### src/packed_archive_entry_decoder_defines.svh
// assertion macros for the packed archive entry decoder
`ifndef PACKED_ARCHIVE_ENTRY_DECODER_DEFINES_SVH
`define PACKED_ARCHIVE_ENTRY_DECODER_DEFINES_SVH

// check that holds on the same clock edge as its trigger
`define PAK_ASSERT_SAME(lbl, clk, rst_n, ante, cons) \
    lbl: assert property (@(posedge clk) disable iff (!rst_n) (ante) |-> (cons)) \
        else $error("pak check failed");

// check that holds on the clock edge after its trigger
`define PAK_ASSERT_NEXT(lbl, clk, rst_n, ante, cons) \
    lbl: assert property (@(posedge clk) disable iff (!rst_n) (ante) |=> (cons)) \
        else $error("pak check failed");

`endif

### src/pak_pkg.sv
// types, constants and header field helpers for the archive entry decoder
`timescale 1ns / 1ps

package pak_pkg;

    // configuration register indexes
    localparam logic [1:0] CFG_RELATIVE  = 2'd0;
    localparam logic [1:0] CFG_HDR_BYTES = 2'd1;
    localparam logic [1:0] CFG_REC_BYTES = 2'd2;

    // configuration reset values
    localparam logic       CFG_RELATIVE_RST  = 1'b1;
    localparam logic [7:0] CFG_HDR_BYTES_RST = 8'd53;
    localparam logic [7:0] CFG_REC_BYTES_RST = 8'd16;

    // result kinds
    localparam logic KIND_ENTRY = 1'b0;
    localparam logic KIND_BLOCK = 1'b1;

    // block size code that announces an explicit size word
    localparam logic [5:0] SIZE_CODE_EXPLICIT = 6'h3f;

    // serialized size width: 255 + 255 * 65535 + 4 fits
    localparam int SER_W = 24;

    // result queue
    localparam int FIFO_DEPTH = 4;
    localparam int FIFO_PTR_W = $clog2(FIFO_DEPTH);
    localparam int FIFO_CNT_W = $clog2(FIFO_DEPTH + 1);

    typedef struct packed {
        logic [31:0] data_word;
        logic        entry_start;
    } t_word_in;

    typedef struct packed {
        logic        record_kind;
        logic [63:0] entry_offset;
        logic [63:0] stored_size;
        logic [63:0] plain_size;
        logic [5:0]  method_index;
        logic        is_encrypted;
        logic [63:0] chunk_size;
        logic [15:0] chunk_count;
        logic [63:0] chunk_start;
        logic [63:0] chunk_end;
        logic        last;
    } t_result;

    typedef struct packed {
        logic       relative_chunk_offsets;
        logic [7:0] entry_header_bytes;
        logic [7:0] block_record_bytes;
    } t_cfg;

    // decoded event handed from the field decoder to the result builder
    typedef struct packed {
        logic             kind;
        logic             last;
        logic [63:0]      offset;
        logic [63:0]      plain;
        logic [63:0]      stored;
        logic [31:0]      header;
        logic [31:0]      expl_size;
        logic [SER_W-1:0] ser_size;
        logic [31:0]      word;
    } t_event;

    // entry fields repeated in every result of an entry
    typedef struct packed {
        logic [63:0] offset;
        logic [63:0] stored;
        logic [63:0] plain;
        logic [5:0]  method;
        logic        enc;
        logic [63:0] chunk_size;
        logic [15:0] count;
    } t_entry;

    typedef struct packed {
        logic    push0;
        logic    push1;
        t_result res0;
        t_result res1;
    } t_push;

    typedef struct packed {
        logic [FIFO_CNT_W-1:0] count;
        logic                  room2;
    } t_fifo_stat;

    function automatic logic [5:0] hdr_code(input logic [31:0] h);
        return h[5:0];
    endfunction

    function automatic logic [15:0] hdr_count(input logic [31:0] h);
        return h[21:6];
    endfunction

    function automatic logic hdr_enc(input logic [31:0] h);
        return h[22];
    endfunction

    function automatic logic [5:0] hdr_method(input logic [31:0] h);
        return h[28:23];
    endfunction

    function automatic logic hdr_stored_narrow(input logic [31:0] h);
        return h[29];
    endfunction

    function automatic logic hdr_plain_narrow(input logic [31:0] h);
        return h[30];
    endfunction

    function automatic logic hdr_offset_narrow(input logic [31:0] h);
        return h[31];
    endfunction

endpackage

### src/pak_result_fifo.sv
// result queue: takes one or two words a cycle, gives one while the reader is ready
`timescale 1ns / 1ps

module pak_result_fifo (
    input  logic                i_clk,
    input  logic                i_rst_n,
    input  pak_pkg::t_push      i_push,
    output logic                o_valid,
    output pak_pkg::t_result    o_data,
    input  logic                i_ready,
    output pak_pkg::t_fifo_stat o_stat
);
    import pak_pkg::*;

    t_result               r_mem [FIFO_DEPTH];
    logic [FIFO_PTR_W-1:0] r_wr_ptr, n_wr_ptr;
    logic [FIFO_PTR_W-1:0] r_rd_ptr, n_rd_ptr;
    logic [FIFO_CNT_W-1:0] r_count, n_count;
    logic                  pop;
    logic [FIFO_PTR_W-1:0] wr_ptr_1;

    assign o_valid      = (r_count != '0);
    assign o_data       = r_mem[r_rd_ptr];
    assign pop          = o_valid && i_ready;
    assign wr_ptr_1     = FIFO_PTR_W'(r_wr_ptr + 1'b1);
    assign o_stat.count = r_count;
    assign o_stat.room2 = (r_count <= FIFO_CNT_W'(FIFO_DEPTH - 2));

    // pointer and fill level update
    always_comb begin
        n_wr_ptr = FIFO_PTR_W'(r_wr_ptr + FIFO_PTR_W'(i_push.push0) + FIFO_PTR_W'(i_push.push1));
        n_rd_ptr = FIFO_PTR_W'(r_rd_ptr + FIFO_PTR_W'(pop));
        n_count  = FIFO_CNT_W'(r_count + FIFO_CNT_W'(i_push.push0)
                   + FIFO_CNT_W'(i_push.push1) - FIFO_CNT_W'(pop));
    end

    always_ff @(posedge i_clk) begin
        if (!i_rst_n) begin
            r_wr_ptr <= '0;
            r_rd_ptr <= '0;
            r_count  <= '0;
        end else begin
            r_wr_ptr <= n_wr_ptr;
            r_rd_ptr <= n_rd_ptr;
            r_count  <= n_count;
        end
    end

    // storage, second word lands behind the first
    always_ff @(posedge i_clk) begin
        if (i_push.push0) begin
            r_mem[r_wr_ptr] <= i_push.res0;
        end
        if (i_push.push1) begin
            r_mem[wr_ptr_1] <= i_push.res1;
        end
    end

endmodule

### config.mk
export PLATFORM = sky130hd
export DESIGN_NAME = pak_result_fifo
export DESIGN_NICKNAME = d
export VERILOG_FILES = /design/src/packed_archive_entry_decoder_defines.svh /design/src/pak_pkg.sv /design/src/pak_result_fifo.sv
export SDC_FILE = /design/constraint.sdc
export NUM_CORES = 2
export LEC_CHECK = 0
export ABC_CLOCK_PERIOD_IN_PS = 34400
export BUFFER_PORTS_ARGS = -buffer_cell sky130_fd_sc_hd__clkbuf_2
export CAP_MARGIN = 20
export CELL_PAD_IN_SITES_DETAIL_PLACEMENT = 1
export CELL_PAD_IN_SITES_GLOBAL_PLACEMENT = 1
export CORE_ASPECT_RATIO = 0.7
export CORE_MARGIN = 3
export CORE_UTILIZATION = 25
export CTS_CLUSTER_DIAMETER = 40
export DETAILED_ROUTE_END_ITERATION = 8
export GPL_ROUTABILITY_DRIVEN = 1
export GPL_TIMING_DRIVEN = 1
export HOLD_SLACK_MARGIN = 0.03
export PLACE_DENSITY = 0.6
export SETUP_SLACK_MARGIN = 0.15
export SLEW_MARGIN = 20
export SYNTH_ARGS = -nofsm -noshare
export SYNTH_HDL_FRONTEND = slang
export SYNTH_SLANG_ARGS = --single-unit
### constraint.sdc
create_clock -name i_clk -period 34.4 [get_ports i_clk]
set_input_delay 6.88 -clock i_clk [delete_from_list [all_inputs] [get_ports i_clk]]
set_output_delay 6.88 -clock i_clk [all_outputs]
set_load 0.01 [all_outputs]
==> summary.md <==
| Metric | Value |
|---|---|
| Number of buffers added to fix hold violations after cts | 0 |
| Endpoint arrival time on the critical path | 4970 ps |
| Endpoint type of the worst setup path | output port |
| Vias | 45,500 |
| Number of hold violations in the final report | 0 |
| Std-Cell Core Area | 311,000 um2 |
| Fraction of layout instances using a drive strength above 1 | 65.8% |
| Overall die area | roughly 320,000 um2 |
| Overall fraction of global-route tracks in use | 16.5% |
| Die span in y | 475 um |
| Clock sink total | 1,643 |
| Total iterations of the first detailed-routing run | 7 |
| Number of instances in the synthesized netlist | around 4,000 |
| Die Width | 676 um |
| Maximum achievable frequency | 84.4 MHz |
| Non-Filler Cell Area, Final | between 90,000 and 100,000 um2 |
| Pin count of the biggest net entering global routing | 110 |
| Post-synth EDFFs | 1,636 |
| Classification of the worst-slack hold path | register to register |
| H-tree levels | 5 |
| Area after detailed placement | 89,400 um2 |
| Summed instance area of the synthesized netlist | between 70,000 and 80,000 um2 |
| Largest delay contributor family on the critical path | buffers and inverters |
| Final clock period utilization by the worst path | 34.5% |
| Vias in the first global route | 48,700 |
| Weighted congestion at the end of routability-driven global placement | 0.809 |
| Pins over their slew limit | 0 |
| Remaining global-route overflow | 0 |
| Net switching power | 0.00210 W |
| Cell Pwr Density | 71.6 nW/um2 |
| Combinational cell fraction of total power | roughly 24% |
| Remaining design rule violation count | 0 |
| Status | finished, final reports clean |
| Core occupancy in the finished layout | 31.7% |
| Worst Skew | 55.8 ps |
| Average detailed-routed wire length per instance | 28.0 um |
| Post_cts resized | 0 |
| Critical path data required time | 27,520 ps |
| Number of endpoints failing setup at the final stage | 0 |
| Sequential group share of total power | 36.7% |
| Routed WL | between 200,000 and 300,000 um |
| Share of synthesized area occupied by flip-flops and latches | between 60% and 70% |
| Post-CTS setup repair buffer count | 0 |
| Starting density of the core | 25.2% |
| Worst reg2reg setup slack | 28,740 ps |
| Most common library cell in the layout ignoring fill and taps | edfxtp_1 |
| Average instance area after synthesis | a little under 20 um2 |
| Post-synthesis async set-or-reset flop share | 0% |
| Worst-path cell chain | buf_12, buf_4, buf_6, mux4_2, clkbuf_2 |
| VDD IR-drop max | roughly 0.000042 V |
| Headroom to the max-slew limit | 27.6% |
| Cell with the biggest individual delay on the critical path | dfxtp_4 |
| Post-synth top flop | edfxtp_1 |
| Largest driver fanout on the critical path | 81 |
| DRC marker count from the first detailed-route iteration | 3,306 |
| Warnings, synthesis | 0 |
| Post-synthesis to final-layout area growth | 25.7% |
| Unrepaired setup endpoints after global routing | no |
| Mean number of vias per cell | 4.67 |
| Net total in the final layout | 6,149 |
| Critical path class | register to output port |
| Row count | 171 |
| Clock root cell | clkbuf_16 |
| Syn Nets | between 4,000 and 5,000 |
| Type of element launching the critical path | register |
| Time the final worst path needs with I/O delays and setup | approximately 12,000 ps |
| Number of cells on the critical path | 5 |
| IO Port Bufs | 1,236 |
| Leak Pwr | 34.5 nW |
| Post-Route Hold Slack | 743 ps |
| Wire length of the first global-routing pass | 384,000 um |
| Worst Path Buf+Inv | 4 |
| Clock buffer depth | 4 |
| Slew of the pin with the lowest slew margin | 1090 ps |
| Clock slew at reported path FFs | ~50 ps |
| Clock insertion delay at the later pin of the skew report | 830 ps |
| Power Internal | slightly below 0.005 W |
| Sw frac | between 20% and 30% |
| Detailed placement HPWL | 185,000 um |
| Number of violations of the max-capacitance limit | 0 |
| Number of antenna violations at the first check in global routing | 121 |
| Number of buffers created by CTS | 273 |
| Slowest Stage Delay on Critical Path | roughly 830 ps |
| Number of stages on the worst hold path | 2 |
| Highest-count cells in the layout ignoring fill and taps | 1,636 x edfxtp_1, 1,466 x mux2_2, 1,236 x clkbuf_2 |
| Antenna-violating nets left | 0 |
| Ports placed on the boundary | 1,237 |
| CTS tree | yes |
| Fraction of power consumed by the clock network | around two fifths |
| Register bit total from synthesis | 1,643 |
| Setup TNS after final layout | 0 ps |
| Cell count of the worst reg-to-reg path | 6 |
| Synth unique cells | 24 |
## metrics by stage
stage	power [W]	setup WS, ps	instances
4_1_cts	0.00718	22050	9687
3_3_place_gp	0.00436	22170	9197
5_1_grt	0.00736	22090	9720
3_5_place_dp	0.00438	22140	9197
6_report	0.00707	22550	9746
2_1_floorplan	0.00384	-2730	3998
## synth_stat cells (all sizes together) (2+ instances only)
| library cell | count | area (um2) |
|---|---|---|
| o21ai | 2 | 10.0 |
| fa | 3 | 60.1 |
| mux4 | 409 | 9210 |
| xor2 | 2 | 17.5 |
| clkbuf | 44 | 165 |
| buf | 230 | 1190 |
| inv | 6 | 22.5 |
| and2 | 8 | 50.1 |
| ha | 3 | 37.5 |
| nor2 | 3 | 11.3 |
| nand3b | 2 | 15.0 |
| dfxtp | 7 | 140 |
| edfxtp | 1636 | 49100 |
| mux2 | 1636 | 18400 |
## worst register-to-register path, stage by stage, from the launching register on
cell and delay, ps:
dfxtp_1 670, nand3_4 710, o21ai_4 630, buf_4 820
buf_4 880, buf_4 750, buf_4 800
## final timing paths
kind                     startpoint                endpoint
max          r_rd_ptr[0]$_SDFF_PN0_             o_data[127]
min           r_count[0]$_SDFF_PN0_   r_count[0]$_SDFF_PN0_
max reg2reg  r_wr_ptr[1]$_SDFF_PN0_  r_mem[0][83]$_DFFE_PP_
min reg2reg   r_count[0]$_SDFF_PN0_   r_count[0]$_SDFF_PN0_
## per-layer routing
metal	global-route usage, %	share of wire (%)
met5	0	0.23
met4	6.19	3.4
met1	20.4	41
met2	26.4	48
met3	5.74	8.2
## flip-flops by register name, summed over array words and instances (netlist names)
register / count
r_mem: 1636
r_rd_ptr: 2
r_wr_ptr: 2
r_count: 3
## logic make-up after synthesis
group	share of synthesized area (%)
and+or+nand+nor	0.135
muxes	35.2
adders and majority gates	0.124
DFF	62.7
buffers and inverters	1.75
AOI/OAI and AO/OA	0.0223
xor gates and xnor gates	0.0335
## cell type report
cell class	instances	area, um2
fillers	32200	213000
flip-flops and latches	1643	49300
multi-input cells	2075	27900
clock buffers	309	7090
repair buffers	1321	6930
well taps	4152	5190
clock inverters	181	2080
diodes	59	148
inverters	6	22.5
## power by group through the flow
| stage | Clock, W | Sequential, W | Combinational (W) |
|---|---|---|---|
| floorplan | 0 | 0.00284 | 0.00100 |
| CTS | 0.00283 | 0.00260 | 0.00175 |
| detailed placement | 0 | 0.00263 | 0.00174 |
| global placement | 0 | 0.00262 | 0.00174 |
| global route | 0.00292 | 0.00261 | 0.00182 |
| finish | 0.00277 | 0.00259 | 0.00171 |
Power figures use the tool's default switching activity.
