File: src/packed_archive_entry_decoder_defines.svh
// assertion macros for the packed archive entry decoder
`ifndef PACKED_ARCHIVE_ENTRY_DECODER_DEFINES_SVH
`define PACKED_ARCHIVE_ENTRY_DECODER_DEFINES_SVH

// check that holds on the same clock edge as its trigger
`define PAK_ASSERT_SAME(lbl, clk, rst_n, ante, cons) \
    lbl: assert property (@(posedge clk) disable iff (!rst_n) (ante) |-> (cons)) \
        else $error("pak check failed");

// check that holds on the clock edge after its trigger
`define PAK_ASSERT_NEXT(lbl, clk, rst_n, ante, cons) \
    lbl: assert property (@(posedge clk) disable iff (!rst_n) (ante) |=> (cons)) \
        else $error("pak check failed");

`endif

File: src/pak_pkg.sv
// types, constants and header field helpers for the archive entry decoder
`timescale 1ns / 1ps

package pak_pkg;

    // configuration register indexes
    localparam logic [1:0] CFG_RELATIVE  = 2'd0;
    localparam logic [1:0] CFG_HDR_BYTES = 2'd1;
    localparam logic [1:0] CFG_REC_BYTES = 2'd2;

    // configuration reset values
    localparam logic       CFG_RELATIVE_RST  = 1'b1;
    localparam logic [7:0] CFG_HDR_BYTES_RST = 8'd53;
    localparam logic [7:0] CFG_REC_BYTES_RST = 8'd16;

    // result kinds
    localparam logic KIND_ENTRY = 1'b0;
    localparam logic KIND_BLOCK = 1'b1;

    // block size code that announces an explicit size word
    localparam logic [5:0] SIZE_CODE_EXPLICIT = 6'h3f;

    // serialized size width: 255 + 255 * 65535 + 4 fits
    localparam int SER_W = 24;

    // result queue
    localparam int FIFO_DEPTH = 4;
    localparam int FIFO_PTR_W = $clog2(FIFO_DEPTH);
    localparam int FIFO_CNT_W = $clog2(FIFO_DEPTH + 1);

    typedef struct packed {
        logic [31:0] data_word;
        logic        entry_start;
    } t_word_in;

    typedef struct packed {
        logic        record_kind;
        logic [63:0] entry_offset;
        logic [63:0] stored_size;
        logic [63:0] plain_size;
        logic [5:0]  method_index;
        logic        is_encrypted;
        logic [63:0] chunk_size;
        logic [15:0] chunk_count;
        logic [63:0] chunk_start;
        logic [63:0] chunk_end;
        logic        last;
    } t_result;

    typedef struct packed {
        logic       relative_chunk_offsets;
        logic [7:0] entry_header_bytes;
        logic [7:0] block_record_bytes;
    } t_cfg;

    // decoded event handed from the field decoder to the result builder
    typedef struct packed {
        logic             kind;
        logic             last;
        logic [63:0]      offset;
        logic [63:0]      plain;
        logic [63:0]      stored;
        logic [31:0]      header;
        logic [31:0]      expl_size;
        logic [SER_W-1:0] ser_size;
        logic [31:0]      word;
    } t_event;

    // entry fields repeated in every result of an entry
    typedef struct packed {
        logic [63:0] offset;
        logic [63:0] stored;
        logic [63:0] plain;
        logic [5:0]  method;
        logic        enc;
        logic [63:0] chunk_size;
        logic [15:0] count;
    } t_entry;

    typedef struct packed {
        logic    push0;
        logic    push1;
        t_result res0;
        t_result res1;
    } t_push;

    typedef struct packed {
        logic [FIFO_CNT_W-1:0] count;
        logic                  room2;
    } t_fifo_stat;

    function automatic logic [5:0] hdr_code(input logic [31:0] h);
        return h[5:0];
    endfunction

    function automatic logic [15:0] hdr_count(input logic [31:0] h);
        return h[21:6];
    endfunction

    function automatic logic hdr_enc(input logic [31:0] h);
        return h[22];
    endfunction

    function automatic logic [5:0] hdr_method(input logic [31:0] h);
        return h[28:23];
    endfunction

    function automatic logic hdr_stored_narrow(input logic [31:0] h);
        return h[29];
    endfunction

    function automatic logic hdr_plain_narrow(input logic [31:0] h);
        return h[30];
    endfunction

    function automatic logic hdr_offset_narrow(input logic [31:0] h);
        return h[31];
    endfunction

endpackage

File: src/pak_result_emit.sv
// result builder: block addressing and result words for each event
`timescale 1ns / 1ps

module pak_result_emit (
    input  logic            i_clk,
    input  logic            i_ev_valid,
    input  pak_pkg::t_event i_event,
    input  pak_pkg::t_cfg   i_cfg,
    input  logic            i_room2,
    output logic            o_ev_take,
    output pak_pkg::t_push  o_push
);
    import pak_pkg::*;

    logic [63:0] r_ncs;
    t_entry      r_ent;

    t_entry      new_ent;
    logic [15:0] count;
    logic [63:0] base;
    logic [63:0] ent_ncs;
    logic [63:0] ent_end;
    logic [32:0] step_round;
    logic [63:0] blk_step;
    logic [63:0] blk_end;
    logic        is_entry;
    logic        implicit_blk;

    function automatic t_result mk_result(input t_entry e, input logic kind,
                                          input logic [63:0] cs, input logic [63:0] ce,
                                          input logic last);
        t_result r;
        r.record_kind  = kind;
        r.entry_offset = e.offset;
        r.stored_size  = e.stored;
        r.plain_size   = e.plain;
        r.method_index = e.method;
        r.is_encrypted = e.enc;
        r.chunk_size   = e.chunk_size;
        r.chunk_count  = e.count;
        r.chunk_start  = cs;
        r.chunk_end    = ce;
        r.last         = last;
        return r;
    endfunction

    assign o_ev_take = i_ev_valid && i_room2;
    assign is_entry  = (i_event.kind == KIND_ENTRY);
    assign count     = hdr_count(i_event.header);

    // entry fields and chunk size
    always_comb begin
        new_ent.offset = i_event.offset;
        new_ent.stored = i_event.stored;
        new_ent.plain  = i_event.plain;
        new_ent.method = hdr_method(i_event.header);
        new_ent.enc    = hdr_enc(i_event.header);
        new_ent.count  = count;
        if (count == 16'd0) begin
            new_ent.chunk_size = '0;
        end else if (count == 16'd1) begin
            new_ent.chunk_size = i_event.plain;
        end else if (hdr_code(i_event.header) == SIZE_CODE_EXPLICIT) begin
            new_ent.chunk_size = {32'd0, i_event.expl_size};
        end else begin
            new_ent.chunk_size = {47'd0, hdr_code(i_event.header), 11'd0};
        end
    end

    // first block start, and end of an implicit single block
    assign base         = i_cfg.relative_chunk_offsets ? 64'd0 : i_event.offset;
    assign ent_ncs      = base + 64'(i_event.ser_size);
    assign ent_end      = base + 64'(i_event.ser_size) + i_event.stored;
    assign implicit_blk = (count == 16'd1) && !hdr_enc(i_event.header);

    // block step, rounded up to a multiple of 16 bytes when encrypted
    assign step_round = {1'b0, i_event.word} + 33'd15;
    assign blk_step   = r_ent.enc ? {31'd0, step_round[32:4], 4'd0} : {32'd0, i_event.word};
    assign blk_end    = r_ncs + {32'd0, i_event.word};

    // result words
    always_comb begin
        o_push.push0 = o_ev_take;
        o_push.push1 = o_ev_take && is_entry && implicit_blk;
        if (is_entry) begin
            o_push.res0 = mk_result(new_ent, KIND_ENTRY, 64'd0, 64'd0, count == 16'd0);
        end else begin
            o_push.res0 = mk_result(r_ent, KIND_BLOCK, r_ncs, blk_end, i_event.last);
        end
        o_push.res1 = mk_result(new_ent, KIND_BLOCK, ent_ncs, ent_end, 1'b1);
    end

    // running block start and entry snapshot
    always_ff @(posedge i_clk) begin
        if (o_ev_take) begin
            if (is_entry) begin
                r_ent <= new_ent;
                r_ncs <= ent_ncs;
            end else begin
                r_ncs <= r_ncs + blk_step;
            end
        end
    end

endmodule

File: config.mk
export PLATFORM = sky130hd
export DESIGN_NAME = pak_result_emit
export DESIGN_NICKNAME = d
export VERILOG_FILES = /design/src/packed_archive_entry_decoder_defines.svh /design/src/pak_pkg.sv /design/src/pak_result_emit.sv
export SDC_FILE = /design/constraint.sdc
export NUM_CORES = 1
export LEC_CHECK = 0
export BUFFER_PORTS_ARGS = -buffer_cell sky130_fd_sc_hd__buf_2
export CAP_MARGIN = 15
export CORE_AREA = 2 2 456 458
export DETAILED_ROUTE_END_ITERATION = 12
export DIE_AREA = 0 0 458 460
export PLACE_DENSITY_LB_ADDON = 0.25
export SLEW_MARGIN = 10
export SYNTH_ARGS = -nofsm -noshare
export SYNTH_HDL_FRONTEND = slang
export SYNTH_SLANG_ARGS = --single-unit
File: constraint.sdc
create_clock -name i_clk -period 22.5 [get_ports i_clk]
set_input_delay 2.25 -clock i_clk [delete_from_list [all_inputs] [get_ports i_clk]]
set_output_delay 2.25 -clock i_clk [all_outputs]
set_load 0.03 [all_outputs]
==> flow_metrics.tcl <==
set metrics [dict create \
    outcome "complete, no violations" \
    die_w_um 458 \
    synth_top_area_cell "edfxtp_1" \
    worstSetupPathType "input port to output port" \
    cts_root_buf "clkbuf_16" \
    numCtsBuffers 50 \
    firstDrtPassIters 5 \
    p_switching_uw 1148 \
    syn_area_per_cell_um2 9.948 \
    port_buffers 1133 \
    critPathCaptureType "output port" \
    dieArea_mm2 0.2107 \
    comb_power_share 0.408 \
    grt_pass1_wl_um 235500 \
    power.internal_uw 1533 \
    synth_top_area_frac 0.3621 \
    timing.final.crit_period_ps 12150 \
    arrival_ps 9900 \
    drive_gt1_frac 0.4283 \
    report.final.slew_viol_count 0 \
    timing.hold.ws_ps 779.8 \
    multiInputGateArea_mm2 0.01585 \
    crit_slowest_cell "xor2_1" \
    dp_slack_ps 10180 \
    power_frac_seq 0.283 \
    final.setup.tns_ps 0 \
    dp.cells 6412 \
    ys_top_cells_by_area "edfxtp_1, mux2_2, ha_1, buf_4, xnor2_1" \
    ys_types 84 \
    layout-area-overhead-vs-synth_pct 32.08 \
    layout_worst_path_cycle_share 0.5400 \
    hold_end "r_ncs[63]$_DFFE_PP_" \
    slowest_delay_ps 620 \
    holdPathStages 3 \
    dpl-instance-area_mm2 0.03587 \
    dpl.hpwl_um 155500 \
    drt_wl_total_um 182100 \
    cts_hold_buf 0 \
    routedWlPerCell_um 27.89 \
    p_per_area_mw_per_mm2 71.38 \
    finalWeightedCongestion 0.9060 \
    drtIter0Drc 1810 \
    fmax_mhz 82.30 \
    cts_resized 0 \
    path_clk_slew_ps 60 \
    first_global_vias 25590 \
    grt-ovfl-total 0 \
    mostFrequentLayoutCells "buf_2, edfxtp_1, mux2_2" \
    setup.worst_path.start_class "input port" \
    fin_ws_ps 10350 \
    clk_latency_ps 690 \
    worstPathMaxFanout 18 \
    async_reset_ff_frac 0 \
    grt_max_degree 131 \
    cts.sinks 343 \
    nFillCells 23130 \
    synth-seq-cells 343 \
    r2r-end "r_ncs[51]$_DFFE_PP_" \
    p_clk_frac 0.309 \
    finalSetupViolCount 0 \
    cap_violations 0 \
    clock_path_buffers 3 \
    h-tree-depth 2 \
    nets 4250 \
    synth-main-ff-cell "edfxtp_1" \
    p_sw_frac 0.4282 \
    crit_required_ps 20250 \
    clock_skew_ps 48.47 \
    min_from "r_ncs[63]$_DFFE_PP_" \
    ff2ff_path_depth 20 \
    ys_seq_area_frac 0.3621 \
    tightest_slew_ps 1128 \
    hold_viol_final 0 \
    rsz0062_at_grt "false" \
    antenna_found_initial 50 \
    max-slew-margin-rel 0.2378 \
    reg2reg_from "r_ent[80]$_DFFE_PP_" \
    yosys_warnings 0 \
    path_buf_inv 3 \
    cp.depth 26 \
    rows 167 \
    pin_count 1155 \
    ff_latch_area_mm2 0.01030 \
    fin_area_mm2 0.03757 \
    coreArea_mm2 0.2060 \
    stdcell_count 6529 \
    syn-cell-area_mm2 0.02844 \
    viasPerCell 4.102 \
    syn_inst 2859 \
    track_usage 0.1641 \
    mostFrequentLayoutCell "buf_2" \
    initial_core_util 0.1380 \
    drc_errors 0 \
    hold_class "register to register" \
    ir_drop_mv 0.06496 \
    ant_nets 0 \
    rrSetupSlack_ps 15540 \
    power.leakage_uw 0.01554 \
    num_vias 26780 \
    synth-edff-count 343 \
    die_y_um 460 \
    path_delay_family "compound AO/OA/AOI/OAI gates" \
    post-cts-setup-buffers 0 \
    tritoncts "yes" \
]
==> logic make-up after synthesis <==
group           after synthesis  synth area share
simple gates                832            0.1493
compound gates              573            0.1355
buf+inv                     394           0.08143
flops                       343            0.3621
mux                         336            0.1329
xor+xnor                    224           0.06898
fa+ha+maj                   156           0.06968
other cells                   1         0.0001319
==> power groups by stage <==
stage	clock network, uW	logic (uW)	registers, uW
after floorplan	0	686	771
after global placement	0	1110	773
after detailed placement	0	1110	773
after CTS	868	1110	760
after global routing	882	1160	763
final	828	1090	760
==> synth_stat cells (19+ instances only) <==
master	count
a21o_1	77
a21oi_1	170
a22o_1	26
and2_1	101
and3_1	38
buf_4	220
clkbuf_1	96
edfxtp_1	343
ha_1	152
inv_1	56
mux2_2	327
nand2_1	179
nand2b_1	34
nand3_1	64
nand4_1	61
nor2_1	196
nor2b_1	48
nor3_1	35
o21a_1	22
o21ai_0	98
o21bai_1	26
o31ai_1	19
xnor2_1	151
xor2_1	73
==> state kept, by name, indices dropped and copies added, names as in the netlist <==
register / flops
r_ent: 279
r_ncs: 64
==> final cells by class <==
| type | instances | share of cell area |
|---|---|---|
| multi-input cells | 2123 | 0.4220 |
| inverters | 57 | 0.005829 |
| clock buffers | 58 | 0.03411 |
| flip-flops and latches | 343 | 0.2742 |
| diodes | 31 | 0.002065 |
| repair buffers | 1185 | 0.1627 |
| clock inverters | 28 | 0.009059 |
| well taps | 2704 | 0.09006 |
==> worst max-delay path by stage <==
stage,startpoint,to,slack [ps]
after global routing,i_cfg[16],o_push[62],9860
final,i_cfg[16],o_push[61],10350
after floorplan,i_event[313],o_push[818],4570
after detailed placement,i_cfg[16],o_push[63],10180
after global placement,i_cfg[16],o_push[62],10160
after CTS,i_cfg[16],o_push[62],10100
==> worst min-delay path: cells and delay by family (launching register included) <==
kind	cells	cell delay, ps
AOI/OAI and AO/OA	1	70
and+or+nand+nor	2	270
DFF	1	320
==> metrics by stage <==
step | util | total power, uW
detailed placement | 0.1741 | 1883
floorplan | - | 1457
finish | 0.1823 | 2681
global placement | 0.1741 | 1883
global route | 0.1822 | 2808
CTS | 0.1820 | 2742
==> per-layer routing <==
| metal | wire length, um | vias up | track usage |
|---|---|---|---|
| met3 | 11290 | 158 | 0.03342 |
| met2 | 86930 | 1135 | 0.2780 |
| met4 | 6615 | 2 | 0.05565 |
| li1 | - | 12200 | - |
| met5 | 13 | - | 0 |
| met1 | 77230 | 13290 | 0.2060 |
No activity file was read; power rests on OpenSTA's default activity.
