$ cat src/packed_archive_entry_decoder_defines.svh
// assertion macros for the packed archive entry decoder
`ifndef PACKED_ARCHIVE_ENTRY_DECODER_DEFINES_SVH
`define PACKED_ARCHIVE_ENTRY_DECODER_DEFINES_SVH

// check that holds on the same clock edge as its trigger
`define PAK_ASSERT_SAME(lbl, clk, rst_n, ante, cons) \
    lbl: assert property (@(posedge clk) disable iff (!rst_n) (ante) |-> (cons)) \
        else $error("pak check failed");

// check that holds on the clock edge after its trigger
`define PAK_ASSERT_NEXT(lbl, clk, rst_n, ante, cons) \
    lbl: assert property (@(posedge clk) disable iff (!rst_n) (ante) |=> (cons)) \
        else $error("pak check failed");

`endif

$ cat src/pak_pkg.sv
// types, constants and header field helpers for the archive entry decoder
`timescale 1ns / 1ps

package pak_pkg;

    // configuration register indexes
    localparam logic [1:0] CFG_RELATIVE  = 2'd0;
    localparam logic [1:0] CFG_HDR_BYTES = 2'd1;
    localparam logic [1:0] CFG_REC_BYTES = 2'd2;

    // configuration reset values
    localparam logic       CFG_RELATIVE_RST  = 1'b1;
    localparam logic [7:0] CFG_HDR_BYTES_RST = 8'd53;
    localparam logic [7:0] CFG_REC_BYTES_RST = 8'd16;

    // result kinds
    localparam logic KIND_ENTRY = 1'b0;
    localparam logic KIND_BLOCK = 1'b1;

    // block size code that announces an explicit size word
    localparam logic [5:0] SIZE_CODE_EXPLICIT = 6'h3f;

    // serialized size width: 255 + 255 * 65535 + 4 fits
    localparam int SER_W = 24;

    // result queue
    localparam int FIFO_DEPTH = 4;
    localparam int FIFO_PTR_W = $clog2(FIFO_DEPTH);
    localparam int FIFO_CNT_W = $clog2(FIFO_DEPTH + 1);

    typedef struct packed {
        logic [31:0] data_word;
        logic        entry_start;
    } t_word_in;

    typedef struct packed {
        logic        record_kind;
        logic [63:0] entry_offset;
        logic [63:0] stored_size;
        logic [63:0] plain_size;
        logic [5:0]  method_index;
        logic        is_encrypted;
        logic [63:0] chunk_size;
        logic [15:0] chunk_count;
        logic [63:0] chunk_start;
        logic [63:0] chunk_end;
        logic        last;
    } t_result;

    typedef struct packed {
        logic       relative_chunk_offsets;
        logic [7:0] entry_header_bytes;
        logic [7:0] block_record_bytes;
    } t_cfg;

    // decoded event handed from the field decoder to the result builder
    typedef struct packed {
        logic             kind;
        logic             last;
        logic [63:0]      offset;
        logic [63:0]      plain;
        logic [63:0]      stored;
        logic [31:0]      header;
        logic [31:0]      expl_size;
        logic [SER_W-1:0] ser_size;
        logic [31:0]      word;
    } t_event;

    // entry fields repeated in every result of an entry
    typedef struct packed {
        logic [63:0] offset;
        logic [63:0] stored;
        logic [63:0] plain;
        logic [5:0]  method;
        logic        enc;
        logic [63:0] chunk_size;
        logic [15:0] count;
    } t_entry;

    typedef struct packed {
        logic    push0;
        logic    push1;
        t_result res0;
        t_result res1;
    } t_push;

    typedef struct packed {
        logic [FIFO_CNT_W-1:0] count;
        logic                  room2;
    } t_fifo_stat;

    function automatic logic [5:0] hdr_code(input logic [31:0] h);
        return h[5:0];
    endfunction

    function automatic logic [15:0] hdr_count(input logic [31:0] h);
        return h[21:6];
    endfunction

    function automatic logic hdr_enc(input logic [31:0] h);
        return h[22];
    endfunction

    function automatic logic [5:0] hdr_method(input logic [31:0] h);
        return h[28:23];
    endfunction

    function automatic logic hdr_stored_narrow(input logic [31:0] h);
        return h[29];
    endfunction

    function automatic logic hdr_plain_narrow(input logic [31:0] h);
        return h[30];
    endfunction

    function automatic logic hdr_offset_narrow(input logic [31:0] h);
        return h[31];
    endfunction

endpackage

$ cat src/pak_field_fsm.sv
// field decoder: walks the entry record word by word and raises events
`timescale 1ns / 1ps

module pak_field_fsm (
    input  logic             i_clk,
    input  logic             i_rst_n,
    input  logic             i_in_valid,
    input  pak_pkg::t_word_in i_in_word,
    output logic             o_in_ready,
    input  logic             i_ev_take,
    input  pak_pkg::t_cfg    i_cfg,
    output logic             o_ev_valid,
    output pak_pkg::t_event  o_event
);
    import pak_pkg::*;

    localparam logic [3:0] PH_HEADER    = 4'd0;
    localparam logic [3:0] PH_CHUNKSZ   = 4'd1;
    localparam logic [3:0] PH_OFF_LO    = 4'd2;
    localparam logic [3:0] PH_OFF_HI    = 4'd3;
    localparam logic [3:0] PH_PLAIN_LO  = 4'd4;
    localparam logic [3:0] PH_PLAIN_HI  = 4'd5;
    localparam logic [3:0] PH_STORED_LO = 4'd6;
    localparam logic [3:0] PH_STORED_HI = 4'd7;
    localparam logic [3:0] PH_BLOCKS    = 4'd8;

    logic [3:0]  r_phase, n_phase;
    logic [31:0] r_header, n_header;
    logic [31:0] r_low, n_low;
    logic [63:0] r_offset, n_offset;
    logic [63:0] r_plain, n_plain;
    logic [63:0] r_stored, n_stored;
    logic [31:0] r_expl, n_expl;
    logic [15:0] r_chunks_left, n_chunks_left;
    logic        r_ev_valid, n_ev_valid;
    t_event      r_event, n_event;

    logic        accept;
    logic [3:0]  cur_phase;
    logic [31:0] w;
    logic        plain_done;
    logic        finish;
    logic        blk;
    logic        blk_last;
    logic [15:0] count;

    assign o_in_ready = !r_ev_valid || i_ev_take;
    assign accept     = i_in_valid && o_in_ready;
    assign w          = i_in_word.data_word;
    assign count      = hdr_count(r_header);
    assign o_ev_valid = r_ev_valid;
    assign o_event    = r_event;

    // entry start or a stray code restarts at the header
    assign cur_phase = (i_in_word.entry_start || r_phase > PH_BLOCKS) ? PH_HEADER : r_phase;

    // phase walk and field capture
    always_comb begin
        n_phase       = r_phase;
        n_header      = r_header;
        n_low         = r_low;
        n_offset      = r_offset;
        n_plain       = r_plain;
        n_stored      = r_stored;
        n_expl        = r_expl;
        n_chunks_left = r_chunks_left;
        plain_done    = 1'b0;
        finish        = 1'b0;
        blk           = 1'b0;
        blk_last      = 1'b0;
        if (accept) begin
            unique case (cur_phase)
                PH_HEADER: begin
                    n_header      = w;
                    n_expl        = '0;
                    n_offset      = '0;
                    n_plain       = '0;
                    n_stored      = '0;
                    n_chunks_left = '0;
                    n_phase = (hdr_code(w) == SIZE_CODE_EXPLICIT) ? PH_CHUNKSZ : PH_OFF_LO;
                end
                PH_CHUNKSZ: begin
                    n_expl  = w;
                    n_phase = PH_OFF_LO;
                end
                PH_OFF_LO: begin
                    if (hdr_offset_narrow(r_header)) begin
                        n_offset = {32'd0, w};
                        n_phase  = PH_PLAIN_LO;
                    end else begin
                        n_low   = w;
                        n_phase = PH_OFF_HI;
                    end
                end
                PH_OFF_HI: begin
                    n_offset = {w, r_low};
                    n_phase  = PH_PLAIN_LO;
                end
                PH_PLAIN_LO: begin
                    if (hdr_plain_narrow(r_header)) begin
                        n_plain    = {32'd0, w};
                        plain_done = 1'b1;
                    end else begin
                        n_low   = w;
                        n_phase = PH_PLAIN_HI;
                    end
                end
                PH_PLAIN_HI: begin
                    n_plain    = {w, r_low};
                    plain_done = 1'b1;
                end
                PH_STORED_LO: begin
                    if (hdr_stored_narrow(r_header)) begin
                        n_stored = {32'd0, w};
                        finish   = 1'b1;
                    end else begin
                        n_low   = w;
                        n_phase = PH_STORED_HI;
                    end
                end
                PH_STORED_HI: begin
                    n_stored = {w, r_low};
                    finish   = 1'b1;
                end
                default: begin
                    blk           = 1'b1;
                    n_chunks_left = r_chunks_left - 16'd1;
                    blk_last      = (n_chunks_left == 16'd0);
                    if (blk_last) begin
                        n_phase = PH_HEADER;
                    end
                end
            endcase

            // uncompressed entries carry no stored size
            if (plain_done) begin
                if (hdr_method(r_header) != 6'd0) begin
                    n_phase = PH_STORED_LO;
                end else begin
                    n_stored = n_plain;
                    finish   = 1'b1;
                end
            end

            // entry complete: block words follow unless the table is implicit
            if (finish) begin
                if (count == 16'd0 || (count == 16'd1 && !hdr_enc(r_header))) begin
                    n_phase = PH_HEADER;
                end else begin
                    n_chunks_left = count;
                    n_phase       = PH_BLOCKS;
                end
            end
        end
    end

    // event payload, with the serialized header size
    always_comb begin
        n_event.kind      = blk ? KIND_BLOCK : KIND_ENTRY;
        n_event.last      = blk_last;
        n_event.offset    = n_offset;
        n_event.plain     = n_plain;
        n_event.stored    = n_stored;
        n_event.header    = r_header;
        n_event.expl_size = r_expl;
        n_event.word      = w;
        n_event.ser_size  = SER_W'(i_cfg.entry_header_bytes);
        if (hdr_method(r_header) != 6'd0) begin
            n_event.ser_size = n_event.ser_size
                + SER_W'(i_cfg.block_record_bytes) * SER_W'(count) + SER_W'(4);
        end
        if (accept && (finish || blk)) begin
            n_ev_valid = 1'b1;
        end else if (i_ev_take) begin
            n_ev_valid = 1'b0;
        end else begin
            n_ev_valid = r_ev_valid;
        end
    end

    // control state
    always_ff @(posedge i_clk) begin
        if (!i_rst_n) begin
            r_phase       <= PH_HEADER;
            r_chunks_left <= '0;
            r_ev_valid    <= 1'b0;
        end else begin
            r_phase       <= n_phase;
            r_chunks_left <= n_chunks_left;
            r_ev_valid    <= n_ev_valid;
        end
    end

    // field and event payload registers
    always_ff @(posedge i_clk) begin
        r_header <= n_header;
        r_low    <= n_low;
        r_offset <= n_offset;
        r_plain  <= n_plain;
        r_stored <= n_stored;
        r_expl   <= n_expl;
        if (accept && (finish || blk)) begin
            r_event <= n_event;
        end
    end

endmodule

$ cat config.mk
export PLATFORM = sky130hd
export DESIGN_NAME = pak_field_fsm
export DESIGN_NICKNAME = d
export VERILOG_FILES = /design/src/packed_archive_entry_decoder_defines.svh /design/src/pak_pkg.sv /design/src/pak_field_fsm.sv
export SDC_FILE = /design/constraint.sdc
export NUM_CORES = 1
export LEC_CHECK = 0
export ABC_CLOCK_PERIOD_IN_PS = 12900
export BUFFER_PORTS_ARGS = -buffer_cell sky130_fd_sc_hd__clkbuf_2
export CORE_ASPECT_RATIO = 1.75
export CORE_UTILIZATION = 55
export DETAILED_ROUTE_END_ITERATION = 16
export GPL_TIMING_DRIVEN = 0
export HOLD_SLACK_MARGIN = 0.15
export PLACE_DENSITY_LB_ADDON = 0.3
export SETUP_SLACK_MARGIN = 0.1
export SLEW_MARGIN = 25
export SYNTH_ARGS = -nofsm -noshare
export SYNTH_HDL_FRONTEND = slang
export SYNTH_SLANG_ARGS = --single-unit
$ cat constraint.sdc
create_clock -name i_clk -period 12.9 [get_ports i_clk]
set_input_delay 2.58 -clock i_clk [delete_from_list [all_inputs] [get_ports i_clk]]
set_output_delay 2.58 -clock i_clk [all_outputs]
set_load 0.05 [all_outputs]
==> flow_summary.toml <==
[outcome]
status = "complete, no violations"

[synthesis]
ys_seq_area_share_pct = 63.3
async_flop_share_pct = 0
syn_area_um2 = 26200
postSynthAreaPerCell_um2 = 13.2
netlist_instances = 1990
yosysUniqueCellTypes = 76
synth_edf_count = 410
synth_compound_area_share_pct = 13.5
synth_nets = 2190
synth.area.mux_share_pct = 0.115
synthAdderAreaFrac_pct = 9.65
ys_warn_count = 0
ys.flop_type = "edfxtp_1"
synth_xor_area_share_pct = 0.335
synth_top_family_by_area = "compound AO/OA/AOI/OAI gates"
synthSimpleGateAreaFrac_pct = 8.82
postSynthRegisterBits = 623

[global_routing]
grt_max_degree = 106
grt.total_usage_pct = 30.3
grt-ovfl-total = 0
antenna_found_initial = 1
grt_pass1_vias = 18600
grt_pass1_wl_mm = 110

[clock_tree]
path_clk_slew_ps = 70
cts_tree = "done"
clk_path_buf_depth = 3
numCtsBuffers = 52
cts_resized = 0
cts_root_buf = "clkbuf_16"
cts_setup_buffers = 0
clock_sinks = 623
htreeDepth = 2
cts_hold_buf = 0
clk_latency_ps = 610

[placed_design]
hpwl_mm = 53.1
dp_cells = 2958
io_buffers = 368
place_congestion = 1.01

[worst_setup_path]
required_ps = 13340
cp-start-kind = "input pin"
slowest_stage = "a211oi_1"
slowest_delay_ps = 750
r2r-start = "r_header[13]"
path_max_fanout = 10
r2r_end = "o_event[49]"
arrival_ps = 8000
cp_num_buf_inv = 6
crit_path_end_kind = "flop"
crit_chain = "clkbuf_2 > clkbuf_1 > nand2_1 > fa_1 > inv_1 > ha_1 > inv_1 > fa_1 > fa_1 > inv_1 > ha_1 > inv_1 > fa_1 > nor2b_1 > o31ai_1 > a211oi_1 > o2111ai_1 > a211o_1 > nand2_1"
cp_top_family = "adder cells"
reg2reg_depth = 14
worstSetupPathType = "in2reg"
r2r_setup_slack_ps = 7200

[job]
maxCapViolations = 0

[timing]
fmax_mhz = 132
clock_skew_ps = 37.2
hold_ws_ps = 419
period_minus_slack_ps = 7550
tightest_slew_ps = 959
rsz0062_at_grt = "no"
fin_crit_sh_pct = 58.6
finalSetupViolations = 0
slew_headroom_pct = 35.5
maxSlewViolCount = 0
hold_viol = 0

[cells_and_area]
fillers = 3488
drive_gt1_share_pct = 21.0
instances_no_fill = 3054
nNetsFinal = 2624
antenna_cells = 0
final_common_cell = "edfxtp_1"
final_cell_mix = "edfxtp_1, clkbuf_2, dfxtp_1"
syn2layout_area_growth_pct = 17.5

[detailed_routing]
vias = 18300
avgViaCountPerCell = 6.00
drc = 0
drt_first_pass_iters = 8
routed_wirelength_mm = 73.6
drt_iter0_drc = 2046
wl_per_cell_um = 24.1
antenna_left = 0

[hold_path]
whs_path_depth = 0
whs_endpoint = "o_event[59]"
hold_path_class = "reg2reg"
hold_start = "r_expl[3]"

[floorplanning]
die_w_um = 167
fp.dieArea_um2 = 48500
io_pins = 370
die_h_um = 291
core_um2 = 46900
rows = 105
initial_core_util_pct = 55.8

[pwr]
total_power_mw = 5.14
p_leak_nw = 12.0
peakVddDrop_mv = 0.152
p_per_area_nw_per_um2 = 167
## sequential cells by signal, indices dropped and copies added (netlist names)
register and flops:
o_event 314, r_offset 64, r_plain 64, r_stored 64, r_expl 32, r_header 32
r_low 32, r_chunks_left 16, r_phase 4, o_ev_valid 1
## synth_stat cells (32+ instances only)
cell | count | area, um2
a22o_1 | 96 | 841
clkbuf_1 | 96 | 360
nand2_1 | 105 | 394
o21ai_0 | 82 | 410
ha_1 | 53 | 663
o2bb2ai_1 | 33 | 289
nor2_1 | 82 | 308
and2_1 | 140 | 876
inv_1 | 149 | 559
a222oi_1 | 32 | 320
a21oi_1 | 78 | 390
edfxtp_1 | 410 | 12300
fa_1 | 93 | 1860
a22oi_1 | 65 | 488
dfxtp_1 | 213 | 4260
## final cells by class
cell class	instances	area [um2]	area share, %
flip-flops and latches	623	16600	53.9
multi-input cells	1088	8530	27.7
inverters	149	567	1.84
clock buffers	64	1410	4.58
plain buffers	130	551	1.79
repair buffers	380	2020	6.56
clock inverters	32	374	1.22
well taps	588	736	2.39
## cells by family after synthesis
family,after synthesis
DFF,623
xor gates and xnor gates,10
buffers and inverters,279
and+or+nand+nor,440
AOI/OAI and AO/OA,489
adders and majority gates,146
muxes,3
## worst max path at each step
stage / start / endpoint / cells past startpoint
after floorplan: i_ev_take / o_event[0] / 6
after global placement: i_ev_take / o_event[27] / 7
after detailed placement: i_cfg[0] / o_event[53] / 19
after CTS: i_cfg[0] / o_event[53] / 19
after global routing: i_cfg[0] / o_event[55] / 19
final: i_cfg[0] / o_event[53] / 19
## where the power goes
part	leakage [nW]	internal, mW	switching (mW)
clock	0.859	0.908	0.742
combinational	5.62	0.457	0.798
sequential	5.52	2.21	0.0237
total	12.0	3.57	1.56
## worst register-to-register path, stage by stage, from the launching register on
cell       delay (ps)
edfxtp_1          380
clkbuf_1          590
and2_1            250
fa_1              450
fa_1              500
fa_1              490
inv_1              50
fa_1              480
inv_1              40
ha_1              350
a2111oi_1         850
a2111oi_0         330
nor4_1            390
xor2_1            180
nor2_1             50
## stage by stage
step	setup slack (ps)	setup TNS [ps]	util (%)	cell area [um2]
6_report	5350	0	65.6	30800
2_1_floorplan	2270	0	-	26200
5_1_grt	5220	0	65.6	30800
3_5_place_dp	4820	0	61.8	29000
3_3_place_gp	-293	-77880	61.3	28800
4_1_cts	5420	0	65.6	30800
## layer usage
| metal | up-vias | wire, um | part of all wire [%] | GRT usage [%] |
|---|---|---|---|---|
| li1 | 8112 | - | - | - |
| met1 | 9052 | 25800 | 35 | 34.0 |
| met2 | 940 | 38600 | 52 | 54.7 |
| met3 | 229 | 4930 | 6.7 | 4.33 |
| met4 | 2 | 4210 | 5.7 | 16.8 |
| met5 | - | 13 | 0.018 | 0 |
Note: power is estimated with default switching activity, not from simulation.
